===== src/rtl/icm_pkg.sv =====
`timescale 1ns / 1ps

package icm_pkg;

  // Curve select codes for the mode register
  localparam logic [1:0] MODE_BD    = 2'd0;
  localparam logic [1:0] MODE_SPLIT = 2'd1;
  localparam logic [1:0] MODE_WV    = 2'd2;

  // Pipeline depth from input capture to output register
  localparam int unsigned PIPE_DEPTH = 6;

  // Thresholds in centikelvin
  localparam logic [15:0] K_30315 = 16'd30315;
  localparam logic [15:0] K_28215 = 16'd28215;
  localparam logic [15:0] K_27315 = 16'd27315;
  localparam logic [15:0] K_26315 = 16'd26315;
  localparam logic [15:0] K_25315 = 16'd25315;
  localparam logic [15:0] K_24315 = 16'd24315;
  localparam logic [15:0] K_24215 = 16'd24215;
  localparam logic [15:0] K_23315 = 16'd23315;
  localparam logic [15:0] K_23115 = 16'd23115;
  localparam logic [15:0] K_22315 = 16'd22315;
  localparam logic [15:0] K_21915 = 16'd21915;
  localparam logic [15:0] K_21315 = 16'd21315;
  localparam logic [15:0] K_20915 = 16'd20915;
  localparam logic [15:0] K_20315 = 16'd20315;
  localparam logic [15:0] K_19715 = 16'd19715;
  localparam logic [15:0] K_19315 = 16'd19315;
  localparam logic [15:0] K_19215 = 16'd19215;
  localparam logic [15:0] K_18315 = 16'd18315;
  localparam logic [15:0] K_17315 = 16'd17315;

  // Scale of the segment value: num = d * k10 + c * SCALE, result = num / SCALE
  localparam logic [9:0]  SCALE     = 10'd1000;
  // Saturation bound: num at or above this gives 255
  localparam logic signed [25:0] SAT_NUM = 26'sd256000;
  // Reciprocal of SCALE, exact for num below 2^18
  localparam logic [16:0] RECIP     = 17'd67109;
  localparam int unsigned RECIP_SH  = 26;

  typedef struct packed {
    logic [15:0] temperature;
    logic        in_last;
  } icm_in_t;

  typedef struct packed {
    logic [7:0] red;
    logic [7:0] green;
    logic [7:0] blue;
    logic       out_last;
  } icm_out_t;

  // One curve segment: c + (t - a) * k10 / 1000 when up, c + (a - t) * k10 / 1000 otherwise
  typedef struct packed {
    logic [15:0] a;
    logic        up;
    logic [7:0]  k10;
    logic [7:0]  c;
  } icm_seg_t;

  typedef struct packed {
    icm_seg_t r;
    icm_seg_t g;
    icm_seg_t b;
  } icm_rgb_seg_t;

  function automatic icm_seg_t mk(input logic [15:0] a, input logic up,
                                  input logic [7:0] k10, input logic [7:0] c);
    icm_seg_t s;
    s.a   = a;
    s.up  = up;
    s.k10 = k10;
    s.c   = c;
    return s;
  endfunction

  // Flat level: zero slope
  function automatic icm_seg_t flat(input logic [7:0] c);
    return mk(16'd0, 1'b1, 8'd0, c);
  endfunction

  function automatic icm_seg_t bd_grey(input logic [15:0] t);
    if (t > K_30315) return flat(8'd0);
    if (t > K_28215) return mk(K_30315, 1'b0, 8'd120, 8'd0);
    if (t > K_24215) return mk(K_28215, 1'b0, 8'd20, 8'd100);
    if (t > K_23115) return flat(8'd80);
    if (t > K_21915) return flat(8'd130);
    if (t > K_20915) return flat(8'd190);
    if (t > K_20315) return flat(8'd0);
    if (t > K_19715) return flat(8'd255);
    if (t > K_19215) return flat(8'd170);
    return flat(8'd120);
  endfunction

  function automatic icm_seg_t split_r(input logic [15:0] t);
    if (t > K_30315) return flat(8'd0);
    if (t > K_24315) return mk(K_30315, 1'b0, 8'd40, 8'd0);
    if (t > K_22315) return flat(8'd50);
    if (t > K_20315) return flat(8'd0);
    if (t > K_19315) return mk(K_20315, 1'b0, 8'd150, 8'd100);
    if (t > K_18315) return mk(K_18315, 1'b1, 8'd250, 8'd0);
    return mk(K_17315, 1'b1, 8'd250, 8'd0);
  endfunction

  function automatic icm_seg_t split_g(input logic [15:0] t);
    if (t > K_30315) return flat(8'd0);
    if (t > K_24315) return mk(K_30315, 1'b0, 8'd40, 8'd0);
    if (t > K_22315) return mk(K_22315, 1'b1, 8'd60, 8'd120);
    if (t > K_21315) return flat(8'd0);
    if (t > K_20315) return mk(K_21315, 1'b0, 8'd150, 8'd100);
    if (t > K_19315) return flat(8'd0);
    if (t > K_18315) return mk(K_18315, 1'b1, 8'd250, 8'd0);
    return mk(K_17315, 1'b1, 8'd250, 8'd0);
  endfunction

  function automatic icm_seg_t split_b(input logic [15:0] t);
    if (t > K_30315) return flat(8'd0);
    if (t > K_24315) return mk(K_30315, 1'b0, 8'd40, 8'd0);
    if (t > K_22315) return mk(K_22315, 1'b1, 8'd60, 8'd120);
    if (t > K_21315) return mk(K_22315, 1'b0, 8'd150, 8'd100);
    if (t > K_18315) return flat(8'd0);
    return mk(K_17315, 1'b1, 8'd250, 8'd0);
  endfunction

  function automatic icm_seg_t wv_r(input logic [15:0] t);
    if (t > K_27315) return flat(8'd127);
    if (t > K_26315) return mk(K_26315, 1'b1, 8'd108, 8'd20);
    if (t > K_25315) return mk(K_26315, 1'b0, 8'd30, 8'd20);
    if (t > K_24315) return mk(K_25315, 1'b0, 8'd78, 8'd50);
    if (t > K_23315) return mk(K_24315, 1'b0, 8'd128, 8'd127);
    if (t > K_22315) return flat(8'd255);
    if (t > K_20315) return mk(K_20315, 1'b1, 8'd64, 8'd127);
    return flat(8'd128);
  endfunction

  function automatic icm_seg_t wv_g(input logic [15:0] t);
    if (t > K_27315) return flat(8'd0);
    if (t > K_26315) return mk(K_27315, 1'b0, 8'd100, 8'd0);
    if (t > K_25315) return mk(K_26315, 1'b0, 8'd50, 8'd100);
    if (t > K_24315) return mk(K_25315, 1'b0, 8'd105, 8'd150);
    if (t > K_23315) return flat(8'd255);
    if (t > K_22315) return mk(K_22315, 1'b1, 8'd75, 8'd180);
    if (t > K_20315) return mk(K_20315, 1'b1, 8'd90, 8'd0);
    return flat(8'd0);
  endfunction

  function automatic icm_seg_t wv_b(input logic [15:0] t);
    if (t > K_27315) return flat(8'd140);
    if (t > K_26315) return mk(K_27315, 1'b0, 8'd90, 8'd140);
    if (t > K_25315) return mk(K_26315, 1'b0, 8'd25, 8'd230);
    if (t > K_24315) return flat(8'd255);
    if (t > K_23315) return mk(K_23315, 1'b1, 8'd128, 8'd127);
    if (t > K_22315) return mk(K_22315, 1'b1, 8'd28, 8'd100);
    if (t > K_20315) return mk(K_20315, 1'b1, 8'd50, 8'd0);
    return flat(8'd0);
  endfunction

endpackage


===== src/rtl/icm_channel.sv =====
`timescale 1ns / 1ps

// Four-stage segment evaluator for one color channel:
// offset, multiply-add, range check, reciprocal divide.
module icm_channel (
  input  logic              clk,
  input  logic [15:0]       t,
  input  icm_pkg::icm_seg_t seg,
  output logic [7:0]        value
);

  logic signed [16:0] d_r, d_nxt;
  logic [7:0]         k10_r;
  logic [7:0]         c_r;
  logic signed [25:0] num_r, num_nxt;
  logic [17:0]        c_scaled;
  logic               zero_r, zero_nxt;
  logic               sat_r, sat_nxt;
  logic [17:0]        n_r, n_nxt;
  logic [34:0]        prod;
  logic [7:0]         value_r, value_nxt;

  // Form the signed distance from the segment anchor
  always_comb begin
    if (seg.up) begin
      d_nxt = $signed({1'b0, t}) - $signed({1'b0, seg.a});
    end else begin
      d_nxt = $signed({1'b0, seg.a}) - $signed({1'b0, t});
    end
  end

  // Scale the distance and add the segment base
  always_comb begin
    c_scaled = 18'(c_r * icm_pkg::SCALE);
    num_nxt  = 26'(d_r * $signed({1'b0, k10_r})) + $signed({8'd0, c_scaled});
  end

  // Flag negative and saturating values, keep the in-range part
  always_comb begin
    zero_nxt = num_r[25];
    sat_nxt  = !num_r[25] && (num_r >= icm_pkg::SAT_NUM);
    n_nxt    = num_r[17:0];
  end

  // Divide by the scale through the reciprocal and clamp
  always_comb begin
    prod = 35'(n_r * icm_pkg::RECIP);
    if (zero_r) begin
      value_nxt = 8'd0;
    end else if (sat_r) begin
      value_nxt = 8'd255;
    end else begin
      value_nxt = prod[icm_pkg::RECIP_SH +: 8];
    end
  end

  always_ff @(posedge clk) begin
    d_r     <= d_nxt;
    k10_r   <= seg.k10;
    c_r     <= seg.c;
    num_r   <= num_nxt;
    zero_r  <= zero_nxt;
    sat_r   <= sat_nxt;
    n_r     <= n_nxt;
    value_r <= value_nxt;
  end

  assign value = value_r;

endmodule


===== src/rtl/ir_temperature_colormap.sv =====
`timescale 1ns / 1ps

// Channel   Ports                        Direction  Handshake
// input     start, busy, in_data         in         word taken when start && !busy
// result    out_valid, out_data          out        word present for one cycle
// config    cfg_we, cfg_wdata            in         mode written when cfg_we
//
// One pixel word per clock; busy is always low.
// Six register stages: input capture, segment select, offset, multiply-add,
// range check, divide. out_valid is the last stage of the valid chain and
// rises together with the result word from the divide stage.
// Synchronous active-low reset clears the valid chain and sets mode to BD grey.
// Results cannot be held off, so the pipeline never stalls.
module ir_temperature_colormap (
  input  logic               clk,
  input  logic               rst_n,
  input  logic               start,
  output logic               busy,
  input  icm_pkg::icm_in_t   in_data,
  input  logic               cfg_we,
  input  logic [1:0]         cfg_wdata,
  output logic               out_valid,
  output icm_pkg::icm_out_t  out_data
);

  logic [1:0]                       mode_r, mode_nxt;
  logic [icm_pkg::PIPE_DEPTH-1:0]   vld_r, vld_nxt;
  logic [icm_pkg::PIPE_DEPTH-1:0]   last_r, last_nxt;
  logic [15:0]                      t0_r;
  logic [15:0]                      t1_r;
  icm_pkg::icm_rgb_seg_t            seg_r, seg_nxt;
  logic [7:0]                       red, green, blue;

  assign busy = 1'b0;

  // Hold mode until a config write
  always_comb begin
    mode_nxt = cfg_we ? cfg_wdata : mode_r;
  end

  // Advance valid and last flags with the data
  always_comb begin
    vld_nxt  = {vld_r[icm_pkg::PIPE_DEPTH-2:0], start};
    last_nxt = {last_r[icm_pkg::PIPE_DEPTH-2:0], in_data.in_last};
  end

  // Pick the segment of each channel for the captured temperature
  always_comb begin
    case (mode_r)
      icm_pkg::MODE_BD: begin
        seg_nxt.r = icm_pkg::bd_grey(t0_r);
        seg_nxt.g = seg_nxt.r;
        seg_nxt.b = seg_nxt.r;
      end
      icm_pkg::MODE_SPLIT: begin
        seg_nxt.r = icm_pkg::split_r(t0_r);
        seg_nxt.g = icm_pkg::split_g(t0_r);
        seg_nxt.b = icm_pkg::split_b(t0_r);
      end
      icm_pkg::MODE_WV: begin
        seg_nxt.r = icm_pkg::wv_r(t0_r);
        seg_nxt.g = icm_pkg::wv_g(t0_r);
        seg_nxt.b = icm_pkg::wv_b(t0_r);
      end
      default: begin
        seg_nxt.r = icm_pkg::flat(8'd0);
        seg_nxt.g = icm_pkg::flat(8'd0);
        seg_nxt.b = icm_pkg::flat(8'd0);
      end
    endcase
  end

  always_ff @(posedge clk) begin
    if (!rst_n) begin
      mode_r <= icm_pkg::MODE_BD;
      vld_r  <= '0;
    end else begin
      mode_r <= mode_nxt;
      vld_r  <= vld_nxt;
    end
  end

  always_ff @(posedge clk) begin
    last_r <= last_nxt;
    t0_r   <= in_data.temperature;
    t1_r   <= t0_r;
    seg_r  <= seg_nxt;
  end

  icm_channel u_red (
    .clk   (clk),
    .t     (t1_r),
    .seg   (seg_r.r),
    .value (red)
  );

  icm_channel u_green (
    .clk   (clk),
    .t     (t1_r),
    .seg   (seg_r.g),
    .value (green)
  );

  icm_channel u_blue (
    .clk   (clk),
    .t     (t1_r),
    .seg   (seg_r.b),
    .value (blue)
  );

  // Drive the result word from the last stage
  assign out_valid         = vld_r[icm_pkg::PIPE_DEPTH-1];
  assign out_data.red      = red;
  assign out_data.green    = green;
  assign out_data.blue     = blue;
  assign out_data.out_last = last_r[icm_pkg::PIPE_DEPTH-1];

endmodule

===== config.mk =====
export PLATFORM = sky130hd
export DESIGN_NAME = ir_temperature_colormap
export DESIGN_NICKNAME = d
export VERILOG_FILES = /design/src/rtl/icm_pkg.sv /design/src/rtl/icm_channel.sv /design/src/rtl/ir_temperature_colormap.sv
export SDC_FILE = /design/constraint.sdc
export NUM_CORES = 2
export LEC_CHECK = 0
export BUFFER_PORTS_ARGS = -buffer_cell sky130_fd_sc_hd__buf_2
export CAP_MARGIN = 40
export CELL_PAD_IN_SITES_DETAIL_PLACEMENT = 0
export CELL_PAD_IN_SITES_GLOBAL_PLACEMENT = 1
export CORE_AREA = 5 5 298 300
export DETAILED_ROUTE_END_ITERATION = 7
export DIE_AREA = 0 0 303 305
export PLACE_DENSITY = 0.84
export SLEW_MARGIN = 20
export SYNTH_ARGS = -nofsm -noshare
export SYNTH_HDL_FRONTEND = slang
export SYNTH_HIERARCHICAL = 1
export SYNTH_SLANG_ARGS = --single-unit
export TNS_END_PERCENT = 100

===== constraint.sdc =====
create_clock -name clk -period 9.28 [get_ports clk]
set_input_delay 1.392 -clock clk [delete_from_list [all_inputs] [get_ports clk]]
set_output_delay 1.392 -clock clk [all_outputs]
set_load 0.01 [all_outputs]

Word-level counts from Yosys, hierarchy flattened
Index checks and enable logic that the tools add are counted.

operators by class
  order comparisons = 21
  add/subtract/negate cells = 9
  multiplexer cells = 273
  equal/unequal tests = 2
  reductions and logical operators = 7
  multiply operators = 9

operators with widths
  cell                                                                  count
  2-to-1 mux 33 bit                                                     127
  one-hot mux 99 bit (3 select lines)                                   1
  greater-than comparator 16 x 15 -> 1 bit (second input constant)      18
  2-to-1 mux 1 bit                                                      139
  multiplier 18 x 17 -> 34 bit (second input constant)                  3
  subtractor 16 x 16 -> 17 bit                                          6
  adder 26 x 19 -> 26 bit                                               3
  greater-or-equal comparator 26 x 19 -> 1 bit (second input constant)  3
  multiplier 17 x 9 -> 26 bit                                           3
  2-to-1 mux 17 bit                                                     3
  multiplier 8 x 7 -> 15 bit (second input constant)                    3
  2-to-1 mux 8 bit                                                      3
  logical AND 1 bit                                                     3
  zero test 1 bit                                                       3
  equality test 2 x 1 -> 1 bit (second input constant)                  1
  equality test 2 bit (second input constant)                           1
  zero test 2 bit                                                       1

storage, ports and cells
  flip-flop bits (word level) = 406
  logic and storage cells = 362
  output and inout bits = 27

Depth between registers and ports, before layout
  word-level depth = 57
  depth in mapped cells = 25
  gate-level depth less buffers = 25

By module
Netlist, hierarchy kept.

modules (own cells, without submodules)
  module                   area an instance (µm²)  cells an instance  times used
  icm_channel (u_blue)     13918.3                 1489               1
  icm_channel (u_red)      13758.2                 1445               1
  icm_channel (u_green)    13359.1                 1402               1
  ir_temperature_colormap  4734.5                  513                1

Worst setup path before layout
No wires, ideal clock.

  path kind = reg-to-reg
  start = reg u_blue.c_r[3]
  end = reg u_blue.num_r[22]
  period minus slack after synthesis = 5796 ps
  arrival = 5724 ps
  data required time = 9208 ps
  cell stages (with the launch flop) = 21
  library setup time = 72 ps
  path buffers = 0
  slack = 3484 ps
  cell sequence = dfxtp_1 -> fa_1 -> inv_1 -> fa_1 -> fa_1 -> inv_1 -> fa_1 -> ha_1 -> or3_1 -> o211a_1 -> a41oi_1 -> nor2b_1 -> xnor2_1 -> fa_1 -> ha_1 -> and4_1 -> a211oi_1 -> a31oi_1 -> a31o_2 -> a21oi_1 -> xnor2_1

between the ends
  longest elaborated chain between the ends = 2

ends and longest elaborated chain
  item                        line               RTL
  from (decl)                 icm_channel.sv:14  logic [7:0] c_r;
  from (signal assigned)      icm_channel.sv:60  c_r <= seg.c;
  multiplier 8 x 7 -> 15 bit  icm_channel.sv:34  c_scaled = 18'(c_r * icm_pkg::SCALE);
  adder 26 x 19 -> 26 bit     icm_channel.sv:35  num_nxt = 26'(d_r * $signed({1'b0, k10_r})) + $signed({8'd0, c_scaled});
  net u_blue.num_nxt[22]      icm_channel.sv:15  logic signed [25:0] num_r, num_nxt;
  to (signal assigned)        icm_channel.sv:61  num_r <= num_nxt;
  to (decl)                   icm_channel.sv:15

The timed path passes the listed nets, and every way through them passes these cells.
A chain may end at the register's enable or synchronous reset.

Worst setup path after layout
  start = reg u_blue.c_r[2]
  end = reg u_blue.num_r[23]

The elaborated chain is that of the path after synthesis.

==> impl_metrics.ini <==
[status]
outcome = finished clean

[grt]
grt_max_degree = 23
gr-usage-all-layers_pct = 22.2
globalRouteOverflowTotal = 0
antenna_found_initial = 1
grt_pass1_wl_mm = 169
grt_pass1_vias = 33500

[clock_tree]
htreeDepth = 2
clk_latency_ns = 0.63
cts_buffer_depth = 3
cts_setup_buffers = 0
cts.clk_slew.worst_paths_ns = 0.07
cts_sinks = 387
postCtsHoldBufs = 0
ctsResizeCount = 0
cts_buffers = 47
clockRootBuffer = clkbuf_16
cts_tree = done

[synthesis]
netlist_area_um2 = 45800
ys_seq_area_share_pct = 16.9
synth_top_area_cell = fa_1
synth_top_area_share_pct = 25.1
syn_area_per_cell_um2 = 9.44
ys_async_sr_fraction_pct = 0
ys_warn_count = 6
synth_seq_cells = 387
synth.distinct_cells = 113
synth.area.top_cells = fa_1, ha_1, dfxtp_1
postSynthCellCount = 4849
synth_edf_count = 0
yosys_most_used_dff = dfxtp_1

[floorplan]
die_h_um = 305
ios = 50
rows = 108
initial_core_util_pct = 53.3
die_area_um2 = 92400
core_um2 = 85900
die_w_um = 303

[drt]
drc_errors = 0
drt-initial-drc-count = 1494
drt_first_pass_iters = 5
wl_per_cell_um = 16.4
vias = 32000
routed_wl_mm = 99.1
ant_nets = 0
via_per_inst = 5.28

[critical_path]
cp_num_buf_inv = 2
critPathMaxStageDelay_ns = 0.51
cp_top_family = adder cells
slowest_stage = fa_1
worst_setup_path_end_kind = register
cp_max_fo = 6
critPathArrivalTime_ns = 6.84
critical_path.cell_chain = fa_1, inv_1, fa_1, fa_1, inv_1, fa_1, ha_1, or3_1, o211a_1, a41oi_1, nor2b_1, xnor2_1, fa_1, ha_1, and4_1, and2_1, o311a_1, o211ai_1, a21oi_1, nor2_1, o311ai_0
worstSetupStartpointType = register
crit_top_cell = fa_1
required_ns = 9.78
worstSetupPathType = reg -> reg

[placement]
gp_congestion = 0.965
io_buffers = 48
dp_hpwl_mm = 82.0
placed_cells = 5973

[min_path]
min_path_type = reg -> reg

[layout]
final_cell_mix = inv_1, ha_1, fa_1
antenna_cells = 0
drive_gt1_share_pct = 4.24
nNetsFinal = 6285
fillers = 7809
mostFrequentLayoutCell = inv_1
final_cells = 6059
synthToLayoutAreaGrowth_pct = 6.48
utilization_pct = 56.7

[timing]
slew_viol_final = 0
rsz0062_at_grt = false
setup_viol = 0
finalSetupTns_ns = 0
fmax_mhz = 158
hold_slack_ns = 0.305
worst_pin_slew_ns = 0.796
post-route-period-util_pct = 68.3
fin_worst_skew_ns = 0.0380
post-route-min-period_ns = 6.34
relSlewSlack_pct = 46.7
hold_violations = 0

[flow_run]
max_cap_viol_count = 0
[per-stage QoR]
step                      instance area, um^2  setup slack [ns]
after floorplan                         45800              3.48
after global placement                  47000              3.15
after detailed placement                47100              3.00
after CTS                               48700              2.99
after global routing                    48700              2.56
final                                   48700              2.94
[Yosys cell counts (all sizes together), types with 12 or more instances]
cell and n:
nor4 16, ha 822, o21bai 18, nand3 80, nand2b 23, buf 31, a31oi 32, o311ai 12
inv 1053, o21a 26, nand2 311, a21o 86, and2 296, xor2 45, nor2 113, clkbuf 61
a21oi 196, a211oi 46, nor3 43, o2111ai 12, a211o 13, nor2b 40, nand4 26, fa 573
xnor2 103, o211ai 18, mux2i 17, dfxtp 387, o31ai 14, o21ai 133, a21boi 13, and3 18
[final cells by class]
cell class	instances	area [um^2]	share of cell area [%]
flip-flops and latches	387	7750	15.9
well taps	1155	1450	2.97
clock inverters	29	344	0.706
clock buffers	57	1310	2.68
repair buffers	55	313	0.642
multi-input cells	3322	33600	69.0
inverters	1054	3960	8.12
[per-layer routing]
layer | track usage [%] | routed length, um | vias to the layer above
li1 | - | - | 15700
met1 | 31.7 | 47400 | 15500
met2 | 36.1 | 45000 | 620
met3 | 2.56 | 4150 | 149
met4 | 5.56 | 2470 | 0
met5 | 0 | 0 | -
[cells by family (layout without fill, tap and decap cells)]
group	after synthesis	in the layout	synth area share, %
compound gates	719	719	10.7
xor+xnor	148	148	2.83
fa+ha+maj	1395	1395	47.5
buf+inv	1147	1195	9.67
flops	387	387	16.9
mux	24	24	0.552
other cells	1	8	0.00819
simple gates	1028	1028	11.8
[registers in the layout (all words and copies together) (netlist names), 2 cells and up]
register       flops
seg_r             80
u_blue/num_r      26
u_green/num_r     26
u_red/num_r       26
u_blue/n_r        18
u_green/n_r       18
u_red/n_r         18
u_blue/d_r        17
u_green/d_r       17
u_red/d_r         17
t0_r              16
t1_r              16
u_blue/c_r         8
u_blue/k10_r       8
u_blue/value       8
u_green/c_r        8
u_green/k10_r      8
u_green/value      8
u_red/c_r          8
u_red/k10_r        8
u_red/value        8
last_r             6
vld_r              6
mode_r             2
[path summary, 6_finish.rpt]
path,startpoint,end,slack (ns),cells past startpoint
worst max-delay path,u_blue/c_r[2],u_blue/num_r[23],2.94,21
worst min register to register,seg_r[45],u_green/k10_r[4],0.30,0
worst max register to register,u_blue/c_r[2],u_blue/num_r[23],2.94,21
worst min-delay path,seg_r[45],u_green/k10_r[4],0.30,0
Power is not shown: default switching activity piles up to over one toggle a cycle in this logic, so the estimate is an artifact.
